### src/qae_pkg.sv
// ----------------------------------------------------------------------------
// qae_pkg
// Shared types, character codes and helpers for the query argument decoder.
// ----------------------------------------------------------------------------
package qae_pkg;

  localparam int NAME_MAX_DEF = 16;  // default longest argument name
  localparam int NAME_BYTES   = 16;  // bytes held by the two name registers
  localparam int MAX_RESULTS  = 4;   // results one input byte can cause
  localparam int MAX_EMITS    = 3;   // value bytes one input byte can cause
  localparam int CFG_W        = 64;  // widest configuration register
  localparam int LEN_W        = 5;
  localparam int CAP_W        = 16;
  localparam int IN_DATA_W    = 8;
  localparam int OUT_DATA_W   = 16;

  localparam logic [7:0] CH_PLUS  = 8'h2B;
  localparam logic [7:0] CH_PCT   = 8'h25;
  localparam logic [7:0] CH_EQ    = 8'h3D;
  localparam logic [7:0] CH_AMP   = 8'h26;
  localparam logic [7:0] CH_SPACE = 8'h20;

  typedef enum logic [1:0] {
    CFG_NAME_LOW  = 2'd0,
    CFG_NAME_HIGH = 2'd1,
    CFG_NAME_LEN  = 2'd2,
    CFG_CAPACITY  = 2'd3
  } cfg_index_t;

  typedef enum logic [1:0] {
    MODE_MATCH = 2'd0,
    MODE_SKIP  = 2'd1,
    MODE_VALUE = 2'd2,
    MODE_DONE  = 2'd3
  } seg_mode_t;

  typedef enum logic {
    KIND_VALUE  = 1'b0,
    KIND_STATUS = 1'b1
  } out_kind_t;

  // Query state apart from the name position
  typedef struct packed {
    seg_mode_t        mode;
    logic             found;
    logic [1:0]       pend_cnt;
    logic [7:0]       pend_digit;
    logic [CAP_W-1:0] bytes_written;
  } qstate_t;

  typedef struct packed {
    out_kind_t  kind;
    logic [7:0] value;
    logic       found;
  } result_t;

  // All results of one input transaction
  typedef struct packed {
    logic [2:0]                     count;
    result_t [MAX_RESULTS-1:0]      res;
  } burst_t;

  // {valid, nibble} of a hex digit of either case
  function automatic logic [4:0] hex_decode(input logic [7:0] c);
    logic [4:0] r;
    r = 5'd0;
    if (c >= 8'h30 && c <= 8'h39) begin
      r = {1'b1, 4'(c - 8'h30)};
    end else if (c >= 8'h61 && c <= 8'h66) begin
      r = {1'b1, 4'(c - 8'h57)};
    end else if (c >= 8'h41 && c <= 8'h46) begin
      r = {1'b1, 4'(c - 8'h37)};
    end
    return r;
  endfunction

endpackage

### src/qae_decode.sv
// ----------------------------------------------------------------------------
// qae_decode
// Single-pass step logic: segment matching, percent decoding, capacity limit.
// ----------------------------------------------------------------------------
module qae_decode import qae_pkg::*; #(
  parameter int NAME_MAX = NAME_MAX_DEF,
  parameter int PW       = $clog2(NAME_MAX + 1)
) (
  input  logic [CFG_W-1:0] name_low,
  input  logic [CFG_W-1:0] name_high,
  input  logic [LEN_W-1:0] name_length,
  input  logic [CAP_W-1:0] out_capacity,
  input  logic [PW-1:0]    pos,
  input  qstate_t          st,
  input  logic [7:0]       query_byte,
  input  logic             has_byte,
  input  logic             end_of_query,
  output logic [PW-1:0]    pos_next,
  output qstate_t          st_next,
  output burst_t           burst
);

  logic [7:0]            name_arr [NAME_BYTES];
  logic [PW-1:0]         len;
  logic [MAX_EMITS-1:0]  room;

  always_comb begin
    for (int i = 0; i < NAME_BYTES / 2; i++) begin
      name_arr[i]                  = name_low[8*i +: 8];
      name_arr[i + NAME_BYTES / 2] = name_high[8*i +: 8];
    end
  end

  assign len = (name_length > LEN_W'(NAME_MAX)) ? PW'(NAME_MAX) : PW'(name_length);

  // Room for the i-th value byte of this transaction
  always_comb begin
    for (int i = 0; i < MAX_EMITS; i++) begin
      room[i] = ({1'b0, st.bytes_written} + 17'(i + 1)) < {1'b0, out_capacity};
    end
  end

  always_comb begin
    seg_mode_t  mode;
    logic [PW-1:0] p;
    logic       fnd;
    logic [1:0] pc;
    logic [7:0] pd;
    logic [7:0] cand [MAX_EMITS + 1];
    logic [1:0] cc;
    logic [2:0] n;
    logic [4:0] hc;
    logic [4:0] hp;
    logic [4:0] pos5;
    logic       done;

    mode = st.mode;
    p    = pos;
    fnd  = st.found;
    pc   = st.pend_cnt;
    pd   = st.pend_digit;
    cc   = 2'd0;
    n    = 3'd0;
    done = 1'b0;
    for (int i = 0; i <= MAX_EMITS; i++) begin
      cand[i] = 8'd0;
    end
    hc   = hex_decode(query_byte);
    hp   = hex_decode(st.pend_digit);
    pos5 = 5'(pos);
    burst = '0;

    if (has_byte) begin
      case (mode)
        MODE_MATCH: begin
          if (query_byte == CH_AMP) begin
            p = '0;
          end else if (p < len) begin
            if (query_byte == name_arr[pos5[3:0]]) begin
              p = p + PW'(1);
            end else begin
              mode = MODE_SKIP;
            end
          end else if (query_byte == CH_EQ) begin
            mode = MODE_VALUE;
            fnd  = 1'b1;
          end else begin
            mode = MODE_SKIP;
          end
        end
        MODE_SKIP: begin
          if (query_byte == CH_AMP) begin
            mode = MODE_MATCH;
            p    = '0;
          end
        end
        MODE_VALUE: begin
          if (query_byte == CH_AMP) begin
            if (pc != 2'd0) begin
              cand[cc] = CH_PCT;
              cc = cc + 2'd1;
            end
            if (pc == 2'd2) begin
              cand[cc] = pd;
              cc = cc + 2'd1;
            end
            pc   = 2'd0;
            mode = MODE_DONE;
          end else begin
            if (pc == 2'd1 && hc[4]) begin
              pd   = query_byte;
              pc   = 2'd2;
              done = 1'b1;
            end else if (pc == 2'd2 && hc[4]) begin
              cand[cc] = {hp[3:0], hc[3:0]};
              cc   = cc + 2'd1;
              pc   = 2'd0;
              done = 1'b1;
            end else if (pc != 2'd0) begin
              // Stray percent: flush what was held as written
              cand[cc] = CH_PCT;
              cc = cc + 2'd1;
              if (pc == 2'd2) begin
                cand[cc] = pd;
                cc = cc + 2'd1;
              end
              pc = 2'd0;
            end
            if (!done) begin
              if (query_byte == CH_PLUS) begin
                cand[cc] = CH_SPACE;
                cc = cc + 2'd1;
              end else if (query_byte == CH_PCT) begin
                pc = 2'd1;
              end else begin
                cand[cc] = query_byte;
                cc = cc + 2'd1;
              end
            end
          end
        end
        default: begin
        end
      endcase
    end

    if (end_of_query && mode == MODE_VALUE) begin
      if (pc != 2'd0) begin
        cand[cc] = CH_PCT;
        cc = cc + 2'd1;
      end
      if (pc == 2'd2) begin
        cand[cc] = pd;
        cc = cc + 2'd1;
      end
      pc = 2'd0;
    end

    // Capacity check: room is monotone, so kept bytes form a prefix
    for (int i = 0; i < MAX_EMITS; i++) begin
      if (2'(i) < cc && room[i]) begin
        burst.res[n[1:0]] = '{kind: KIND_VALUE, value: cand[i], found: 1'b0};
        n = n + 3'd1;
      end
    end

    st_next.bytes_written = st.bytes_written + CAP_W'(n);

    if (end_of_query) begin
      burst.res[n[1:0]] = '{kind: KIND_STATUS, value: 8'd0,
                            found: fnd && (out_capacity != '0)};
      n    = n + 3'd1;
      mode = MODE_MATCH;
      p    = '0;
      fnd  = 1'b0;
      pc   = 2'd0;
      pd   = 8'd0;
      st_next.bytes_written = '0;
    end

    burst.count        = n;
    pos_next           = p;
    st_next.mode       = mode;
    st_next.found      = fnd;
    st_next.pend_cnt   = pc;
    st_next.pend_digit = pd;
  end

endmodule

### src/qae_burst.sv
// ----------------------------------------------------------------------------
// qae_burst
// Result buffer: holds the results of one transaction and sends them in order.
// ----------------------------------------------------------------------------
module qae_burst import qae_pkg::*; (
  input  logic                  clk,
  input  logic                  rst,
  input  logic                  load,
  input  burst_t                burst_in,
  output logic                  can_load,
  output logic                  m_axis_tvalid,
  input  logic                  m_axis_tready,
  output logic [OUT_DATA_W-1:0] m_axis_tdata,  // [7:0] value_byte, [8] found
  output logic                  m_axis_tuser,  // out_kind
  output logic                  m_axis_tlast
);

  result_t [MAX_RESULTS-1:0] res;
  logic [1:0]                rd;
  logic [2:0]                remain;
  logic                      fire;
  result_t                   cur;

  assign fire     = m_axis_tvalid && m_axis_tready;
  assign can_load = (remain == 3'd0) || (remain == 3'd1 && m_axis_tready);

  always_ff @(posedge clk) begin
    if (rst) begin
      remain <= 3'd0;
      rd     <= 2'd0;
    end else if (load && burst_in.count != 3'd0) begin
      remain <= burst_in.count;
      rd     <= 2'd0;
    end else if (fire) begin
      remain <= remain - 3'd1;
      rd     <= rd + 2'd1;
    end
  end

  always_ff @(posedge clk) begin
    if (load && burst_in.count != 3'd0) begin
      res <= burst_in.res;
    end
  end

  assign cur           = res[rd];
  assign m_axis_tvalid = remain != 3'd0;
  assign m_axis_tlast  = remain == 3'd1;
  assign m_axis_tuser  = cur.kind;
  assign m_axis_tdata  = {{(OUT_DATA_W - 9){1'b0}}, cur.found, cur.value};

endmodule

### src/query_arg_extract_decode_top.sv
// ----------------------------------------------------------------------------
// query_arg_extract_decode_top
// URL query argument extractor with form decoding of the matched value.
// ----------------------------------------------------------------------------
// Usage:
//   Program name bytes, name length and output capacity over the cfg port
//   while no query is in flight. Feed the query on the s_axis channel, one
//   character per transaction: tdata is the character, tuser flags that the
//   character is present (clear it for an empty query), tlast closes the
//   query. Decoded value bytes and one final status leave on m_axis; tuser
//   tells a value byte (0) from the status (1), tdata[8] is found, and tlast
//   marks the last result caused by each input transaction.
//   Results of a transaction appear in the cycle after it is accepted.
//   One character per cycle while each causes at most one result and
//   m_axis is ready; a character causing more results holds s_axis while
//   the result buffer drains them on m_axis, one result per ready cycle.
//   Reset clears configuration and query state and empties the buffer.
//   When m_axis stalls, hold the buffered results; s_axis is taken again
//   once the last buffered result is being taken.
// ----------------------------------------------------------------------------
module query_arg_extract_decode_top import qae_pkg::*; #(
  parameter int NAME_MAX = NAME_MAX_DEF
) (
  input  logic                  clk,
  input  logic                  rst,
  input  logic                  cfg_we,
  input  logic [1:0]            cfg_index,
  input  logic [CFG_W-1:0]      cfg_wdata,
  input  logic                  s_axis_tvalid,
  output logic                  s_axis_tready,
  input  logic [IN_DATA_W-1:0]  s_axis_tdata,  // [7:0] query_byte
  input  logic                  s_axis_tuser,  // has_byte
  input  logic                  s_axis_tlast,  // end_of_query
  output logic                  m_axis_tvalid,
  input  logic                  m_axis_tready,
  output logic [OUT_DATA_W-1:0] m_axis_tdata,  // [7:0] value_byte, [8] found
  output logic                  m_axis_tuser,  // out_kind
  output logic                  m_axis_tlast
);

  localparam int PW = $clog2(NAME_MAX + 1);

  // Configuration registers
  logic [CFG_W-1:0] name_low;
  logic [CFG_W-1:0] name_high;
  logic [LEN_W-1:0] name_length;
  logic [CAP_W-1:0] out_capacity;

  // Query state
  logic [PW-1:0] pos;
  logic [PW-1:0] pos_next;
  qstate_t       st;
  qstate_t       st_next;

  burst_t burst;
  logic   accept;

  assign accept = s_axis_tvalid && s_axis_tready;

  always_ff @(posedge clk) begin
    if (rst) begin
      name_low     <= '0;
      name_high    <= '0;
      name_length  <= '0;
      out_capacity <= '0;
    end else if (cfg_we) begin
      unique case (cfg_index_t'(cfg_index))
        CFG_NAME_LOW:  name_low     <= cfg_wdata;
        CFG_NAME_HIGH: name_high    <= cfg_wdata;
        CFG_NAME_LEN:  name_length  <= cfg_wdata[LEN_W-1:0];
        CFG_CAPACITY:  out_capacity <= cfg_wdata[CAP_W-1:0];
        default: begin
        end
      endcase
    end
  end

  // Advance the query state on every accepted character
  always_ff @(posedge clk) begin
    if (rst) begin
      pos <= '0;
      st  <= '{mode: MODE_MATCH, found: 1'b0, pend_cnt: 2'd0,
               pend_digit: 8'd0, bytes_written: '0};
    end else if (accept) begin
      pos <= pos_next;
      st  <= st_next;
    end
  end

  qae_decode #(
    .NAME_MAX (NAME_MAX),
    .PW       (PW)
  ) u_decode (
    .name_low     (name_low),
    .name_high    (name_high),
    .name_length  (name_length),
    .out_capacity (out_capacity),
    .pos          (pos),
    .st           (st),
    .query_byte   (s_axis_tdata[7:0]),
    .has_byte     (s_axis_tuser),
    .end_of_query (s_axis_tlast),
    .pos_next     (pos_next),
    .st_next      (st_next),
    .burst        (burst)
  );

  qae_burst u_burst (
    .clk           (clk),
    .rst           (rst),
    .load          (accept),
    .burst_in      (burst),
    .can_load      (s_axis_tready),
    .m_axis_tvalid (m_axis_tvalid),
    .m_axis_tready (m_axis_tready),
    .m_axis_tdata  (m_axis_tdata),
    .m_axis_tuser  (m_axis_tuser),
    .m_axis_tlast  (m_axis_tlast)
  );

endmodule
### config.mk
export PLATFORM = sky130hd
export DESIGN_NAME = query_arg_extract_decode_top
export DESIGN_NICKNAME = d
export VERILOG_FILES = /design/src/qae_pkg.sv /design/src/qae_decode.sv /design/src/qae_burst.sv /design/src/query_arg_extract_decode_top.sv
export SDC_FILE = /design/constraint.sdc
export NUM_CORES = 1
export LEC_CHECK = 0
export ABC_CLOCK_PERIOD_IN_PS = 9200
export BUFFER_PORTS_ARGS = -buffer_cell sky130_fd_sc_hd__buf_4
export CELL_PAD_IN_SITES_DETAIL_PLACEMENT = 1
export CELL_PAD_IN_SITES_GLOBAL_PLACEMENT = 1
export CORE_MARGIN = 1
export CORE_UTILIZATION = 41
export CTS_BUF_LIST = sky130_fd_sc_hd__clkbuf_2
export DETAILED_ROUTE_END_ITERATION = 6
export GPL_ROUTABILITY_DRIVEN = 0
export PLACE_DENSITY_LB_ADDON = 0.1
export SYNTH_ARGS = -nofsm -noshare
export SYNTH_HDL_FRONTEND = slang
export SYNTH_SLANG_ARGS = --single-unit
### constraint.sdc
create_clock -name clk -period 9.2 [get_ports clk]
set_input_delay 1.38 -clock clk [delete_from_list [all_inputs] [get_ports clk]]
set_output_delay 1.38 -clock clk [all_outputs]
set_load 0.02 [all_outputs]
; ---- Word level (Yosys, flattened, before mapping)
; Index checks and enable logic that the tools add are counted.
[op_classes]
add_sub_neg = 20
mul = 0
n_div = 0
magnitude_cmp = 36
eq_ne = 18
shift = 0
mux = 131
n_bitwise = 11
reduce_logical = 42
[ops]
columns = op, n
row1 = $mux W32, 11
row2 = $mux W8, 17
row3 = $bwmux W40, 3
row4 = $mux W40, 3
row5 = $bwmux W32, 3
row6 = $mux W16, 5
row7 = $mux W2, 40
row8 = $demux W8 S2, 4
row9 = $demux W10 S2, 3
row10 = $lt A17 B16 Y1, 3
row11 = $mux W5, 10
row12 = $mux W10, 4
row13 = $add A16 B2 Y17 const B, 2
row14 = $bmux W8 S4, 1
row15 = $eq A8 B6 Y1 const B, 4
row16 = $ge A8 B7 Y1 const B, 4
row17 = $le A8 B7 Y1 const B, 4
row18 = $and A28 B28 Y28, 1
row19 = $not A28 Y28, 1
row20 = $logic_and A1 B1 Y1, 24
row21 = $and A20 B20 Y20, 1
row22 = $bmux W10 S2, 1
row23 = $not A20 Y20, 1
row24 = $add A16 B1 Y17 const B, 1
row25 = other kinds (48), 107
[totals]
ff_bits = 228
latchBits = 0
mem_bits_rw = 0
romBits = 0
inputBits = 81
out_inout_bits = 20
word_cells = 282
mem_count = 0

; ---- Longest topological paths before layout
[depth]
depth_word = 37
depth_mapped = 31
mapped_depth_nobuf = 28

; ---- By module
; A second synthesis with hierarchy kept.
[hier_totals]
hier_cells = 1665
hier_area_um2 = 15423.5
[by_module_without_submodules]
columns = module, n_inst, cells_per_inst, area_each_um2, seq_area_each_um2
row1 = query_arg_extract_decode_top, 1, 712, 7547.2, 3663.5
row2 = qae_decode, 1, 853, 6052.1, 0.0
row3 = qae_burst, 1, 100, 1824.2, 1301.2

; ---- Least setup slack after synthesis
; Ideal clock, no wire load.
[synth_path]
path_kind = input port to flip-flop
startpoint = input port s_axis_tdata[0]
endpoint = register u_burst.remain[1]
arrival_time_ns = 8.017
t_required_ns = 9.101
setup_slack_ns = 1.084
path_stages = 27
path_buffers = 3
path_cell_list = clkbuf_1 > inv_1 > ha_1 > nor2b_1 > o2111ai_1 > buf_2 > and2_1 > clkbuf_1 > a21oi_1 > ha_1 > o32a_1 > a221oi_2 > ha_1 > a21o_1 > ha_1 > a2bb2oi_1 > a31o_2 > nand4_2 > inv_1 > ha_1 > xor2_1 > ha_1 > o211a_1 > and3_1 > o31ai_2 > o21ai_2 > o32ai_1
[synth_via]
elab_chain_cells = 36
word_cells_on_any_way = 79
classes_between = add/sub: 6 / order compare: 9 / eq/ne: 7 / mux: 44 / reduce/logical: 13
[synth_rtl]
columns = element, line
row1 = start: declaration, query_arg_extract_decode_top.sv:31  ; input logic [IN_DATA_W-1:0] s_axis_tdata,
row2 = $ge A8 B7 Y1 / $le A8 B7 Y1 (equally long branches), qae_pkg.sv:71  ; end else if (c >= 8'h41 && c <= 8'h46) begin
row3 = $logic_and A1 B1 Y1, qae_pkg.sv:71
row4 = $mux W5, qae_pkg.sv:71
row5 = $mux W5, qae_pkg.sv:69  ; end else if (c >= 8'h61 && c <= 8'h66) begin
row6 = $mux W5, qae_pkg.sv:67  ; if (c >= 8'h30 && c <= 8'h39) begin
row7 = $logic_and A1 B1 Y1, qae_decode.sv:114  ; end else if (pc == 2'd2 && hc[4]) begin
row8 = $mux W2, qae_decode.sv:114
row9 = $mux W2, qae_decode.sv:110  ; if (pc == 2'd1 && hc[4]) begin
row10 = [20 not listed], --
row11 = $mux W3, qae_decode.sv:161  ; if (2'(i) < cc && room[i]) begin
row12 = $add A3 B1 Y3, qae_decode.sv:163  ; n = n + 3'd1;
row13 = $mux W3 (*), qae_decode.sv:161
row14 = $add A3 B1 Y3, qae_decode.sv:172  ; n = n + 3'd1;
row15 = $mux W3 (*), qae_decode.sv:169  ; if (end_of_query) begin
row16 = $reduce_bool A3 Y1, qae_burst.sv:31  ; end else if (load && burst_in.count != 3'd0) begin
row17 = $logic_and A1 B1 Y1, qae_burst.sv:31
row18 = $mux W3 / $reduce_bool A2 Y1 (equally long branches), --
row19 = end signal: assignment, qae_burst.sv:32  ; remain <= burst_in.count;
row20 = end signal: assignment, qae_burst.sv:35  ; remain <= remain - 3'd1;
row21 = end: declaration, qae_burst.sv:20  ; logic [2:0] remain;
; Every way passes the cells marked *; elsewhere a longest branch is shown, timed or not. The select of a mux whose other input is x is not followed.
; A chain may end at the register's enable or synchronous reset.

; ---- Worst setup path after layout
[layout_path]
startpoint = input port s_axis_tdata[0]
endpoint = register st[14] (netlist name)
[layout_via]
elab_chain_cells = 33
word_cells_on_any_way = 75
classes_between = add/sub: 6 / order compare: 9 / eq/ne: 7 / mux: 43 / reduce/logical: 10
[layout_rtl]
columns = element, line
row1 = $ge A8 B7 Y1 / $le A8 B7 Y1 (equally long branches), qae_pkg.sv:71
row2 = $logic_and A1 B1 Y1, qae_pkg.sv:71
row3 = $mux W5, qae_pkg.sv:71
row4 = $mux W5, qae_pkg.sv:69
row5 = $mux W5, qae_pkg.sv:67
row6 = $logic_and A1 B1 Y1, qae_decode.sv:114
row7 = $mux W2, qae_decode.sv:114
row8 = $mux W2, qae_decode.sv:110
row9 = [17 not listed], --
row10 = $logic_and A1 B1 Y1, qae_decode.sv:161
row11 = $mux W1, qae_decode.sv:161
row12 = $add A1 B1 Y2, qae_decode.sv:163
row13 = $mux W3, qae_decode.sv:161
row14 = $add A3 B1 Y3, qae_decode.sv:163
row15 = $mux W3 (*), qae_decode.sv:161
row16 = $add A16 B3 Y16 (*), qae_decode.sv:167  ; st_next.bytes_written = st.bytes_written + CAP_W'(n);
row17 = $mux W16 (*), qae_decode.sv:169
; Marked as above.

==> reports/results.ini <==
[outcome]
run_status = finished with violations
violations = design-rule violations

[synth]
synthFlopType = dfxtp_1
ys_async_sr_fraction_pct = 0
synth_edf_count = 40
synthCells = 1644
syn_area_um2 = 13700
synth_warnings = 0
seq_area_frac_synth_pct = 36.1
netlist-cell-type-count = 89
avgSynthCellArea_um2 = 8.36
ys_seq_elements = 228

[timing]
worst_pin_slew_ns = 1.26
setup_violations = 0
hold_viol_final = 0
setup-tns-final_ns = 0
slew_headroom_pct = 15.4
finClkSkew_ns = 0.0904
grt_setup_unrepaired = no
finalCriticalPeriod_ns = 7.70
period_share_pct = 83.7
fin_hold_ws_ns = 0.455
clock.fmax_mhz = 130
drv_slew = 0

[layout]
layout_commonest_cell = nand2_1
most-common-layout-cells = 364 x nand2_1, 215 x a21oi_1, 186 x dfxtp_1
drive_above_1_share_pct = 15.6
nets = 1874
syn_to_final_growth_pct = 10.6

[worst_hold_path]
hold-path-endpoint = name_low[31]
hp-start = name_low[31]
hold_class = flip-flop to flip-flop
holdPathStages = 2

[floorplanning]
die_w_um = 185
die_h_um = 185
boundaryPins = 101
num_rows = 66
die_area_um2 = 34300
coreArea_um2 = 32800
initial_utilization_pct = 41.9

[placed_design]
dpl.hpwl_mm = 30.2
io_buffers = 93

[global_routing]
track_usage_pct = 25.9
grt_pass1_wl_mm = 69.1
antenna_found_initial = 1
grt_start_max_net_pins = 90
overflow = 0
grt_pass1_vias = 12500

[drt]
wl_per_cell_um = 19.6
vias = 12300
wl_mm = 43.0
drc = 1
ant_nets = 0
drt_iter0_drc = 734
firstDrtPassIters = 7
via_per_inst = 5.59

[clocking]
cts_root_buf = clkbuf_2
cts_sinks = 228
numCtsBuffers = 67
clock_latency_ns = 0.92
hold_buffers = 0
cts_setup_buffers = 0
cts_max_level = 3
cts_tree = built
ctsLongestPathBuffers = 3
path_clk_slew_ns = 0.08
cts_resized = 0

[pwr]
p_leak_nw = 5.64
powerDensity_nw_per_um2 = 147
ir_drop_uv = 82.5

[critical_path]
slowest_delay_ns = 0.49
cp_slowest_cell = or3b_2
worst_path_most_repeated_cell = ha_1
endpoint_kind = flip-flop
critical_path_class = primary input to flip-flop
timing.rr.start = st[25]
cp.arrival_ns = 8.53
reg2reg_depth = 25
timing.rr.end = st[14]
setup.worst_path.start_class = primary input
cp_max_fo = 13
rrSetupSlack_ns = 2.55
cp.required_ns = 10.03

[flow_run]
cap_viol_max_count = 0

worst max path at each step:
stage | from | end | slack (ns) | depth (start not counted)
detailed placement | s_axis_tdata[0] | st[14] | 0.64 | 29
floorplan | s_axis_tdata[0] | u_burst.remain[1] | 1.08 | 27
global placement | s_axis_tdata[0] | st[14] | 0.92 | 29
finish | s_axis_tdata[0] | st[14] | 1.50 | 29
global route | s_axis_tdata[0] | st[14] | 1.05 | 29
CTS | s_axis_tdata[0] | st[14] | 1.64 | 29
stage by stage:
stage               instances  util, %  cell area, um^2  setup WS, ns  power (mW)
floorplan                1650        -            13800          1.08        1.38
global placement         2086     44.7            14700         0.918        1.51
detailed placement       2086     44.7            14700         0.638        1.52
CTS                      2194     46.4            15200          1.64        2.28
global route             2195     46.4            15200          1.05        2.37
finish                   2195     46.4            15200          1.50        2.24
metal layers:
layer | up-vias | part of all wire [%] | global-route usage [%]
met5 | - | 0 | 0
met4 | 0 | 2.7 | 10.5
met3 | 70 | 4.0 | 4.58
met2 | 264 | 48 | 43.1
met1 | 6027 | 45 | 33.2
li1 | 5902 | - | -
critical path: cells and delay by family:
| family | cells | cell delay (ns) |
|---|---|---|
| AND/OR/NAND/NOR | 8 | 2.00 |
| XOR/XNOR | 1 | 0.38 |
| adder cells (fa/ha/maj) | 7 | 2.14 |
| buffers and inverters | 4 | 0.63 |
| AO/OA/AOI/OAI | 9 | 1.97 |
Yosys cell counts (3+ instances only):
master / instances / area share, %
or3_1: 10 / 0.46
a21oi_1: 215 / 7.8
nor3b_1: 3 / 0.16
and2_1: 10 / 0.46
buf_4: 13 / 0.71
nor2_1: 111 / 3.0
o21ai_0: 42 / 1.5
xor2_1: 38 / 2.4
a2bb2oi_1: 3 / 0.19
mux2i_1: 29 / 2.1
nand3b_1: 5 / 0.27
mux2_2: 3 / 0.25
a31oi_1: 13 / 0.59
nor3_1: 17 / 0.62
or4_1: 4 / 0.22
a221o_1: 5 / 0.36
inv_1: 50 / 1.4
and3_1: 12 / 0.55
mux4_2: 39 / 6.4
nand2b_1: 10 / 0.46
a211oi_1: 4 / 0.22
o2111ai_1: 3 / 0.19
clkbuf_1: 75 / 2.0
a221oi_1: 4 / 0.25
nand2_1: 364 / 9.9
o32ai_1: 6 / 0.38
a22o_1: 5 / 0.32
o211ai_1: 4 / 0.22
a32oi_1: 4 / 0.25
xnor2_1: 40 / 2.5
buf_1: 10 / 0.27
o21a_1: 3 / 0.16
nor2b_1: 15 / 0.68
ha_1: 79 / 7.2
nand3_1: 40 / 1.5
dfxtp_1: 188 / 27
o211a_1: 3 / 0.22
nor4_1: 5 / 0.23
a21o_1: 12 / 0.66
buf_2: 15 / 0.55
nand4_1: 12 / 0.55
edfxtp_1: 40 / 8.7
a22oi_1: 19 / 1.0
o22ai_1: 9 / 0.41
cells by family after synthesis:
| group | Yosys count | share of synthesized area (%) |
|---|---|---|
| compound gates | 381 | 17.0 |
| xor+xnor | 79 | 5.09 |
| fa+ha+maj | 80 | 7.34 |
| buf+inv | 166 | 5.13 |
| flops | 228 | 36.1 |
| mux | 71 | 8.75 |
| other cells | 1 | 0.0273 |
| simple gates | 638 | 20.6 |
power breakdown:
| group | internal, mW | total [mW] | switching [mW] |
|---|---|---|---|
| registers | 1.08 | 1.12 | 0.0332 |
| clock network | 0.287 | 0.750 | 0.464 |
| logic | 0.147 | 0.374 | 0.227 |
cell type report:
class	instances	area, um^2
multi-input combinational	1256	8120
tap	442	553
fill	4019	17600
inverter	51	191
clock buffer	88	440
timing repair buffer	109	818
sequential	228	4970
antenna	1	2.50
clock inverter	20	118
state kept, by name, summed over array words and instances, names as in the netlist:
signal / cells
name_high: 64
name_low: 64
u_burst.res: 40
st: 29
out_capacity: 16
name_length: 5
pos: 5
u_burst.remain: 3
u_burst.rd: 2
(Power assumes the default switching activity.)
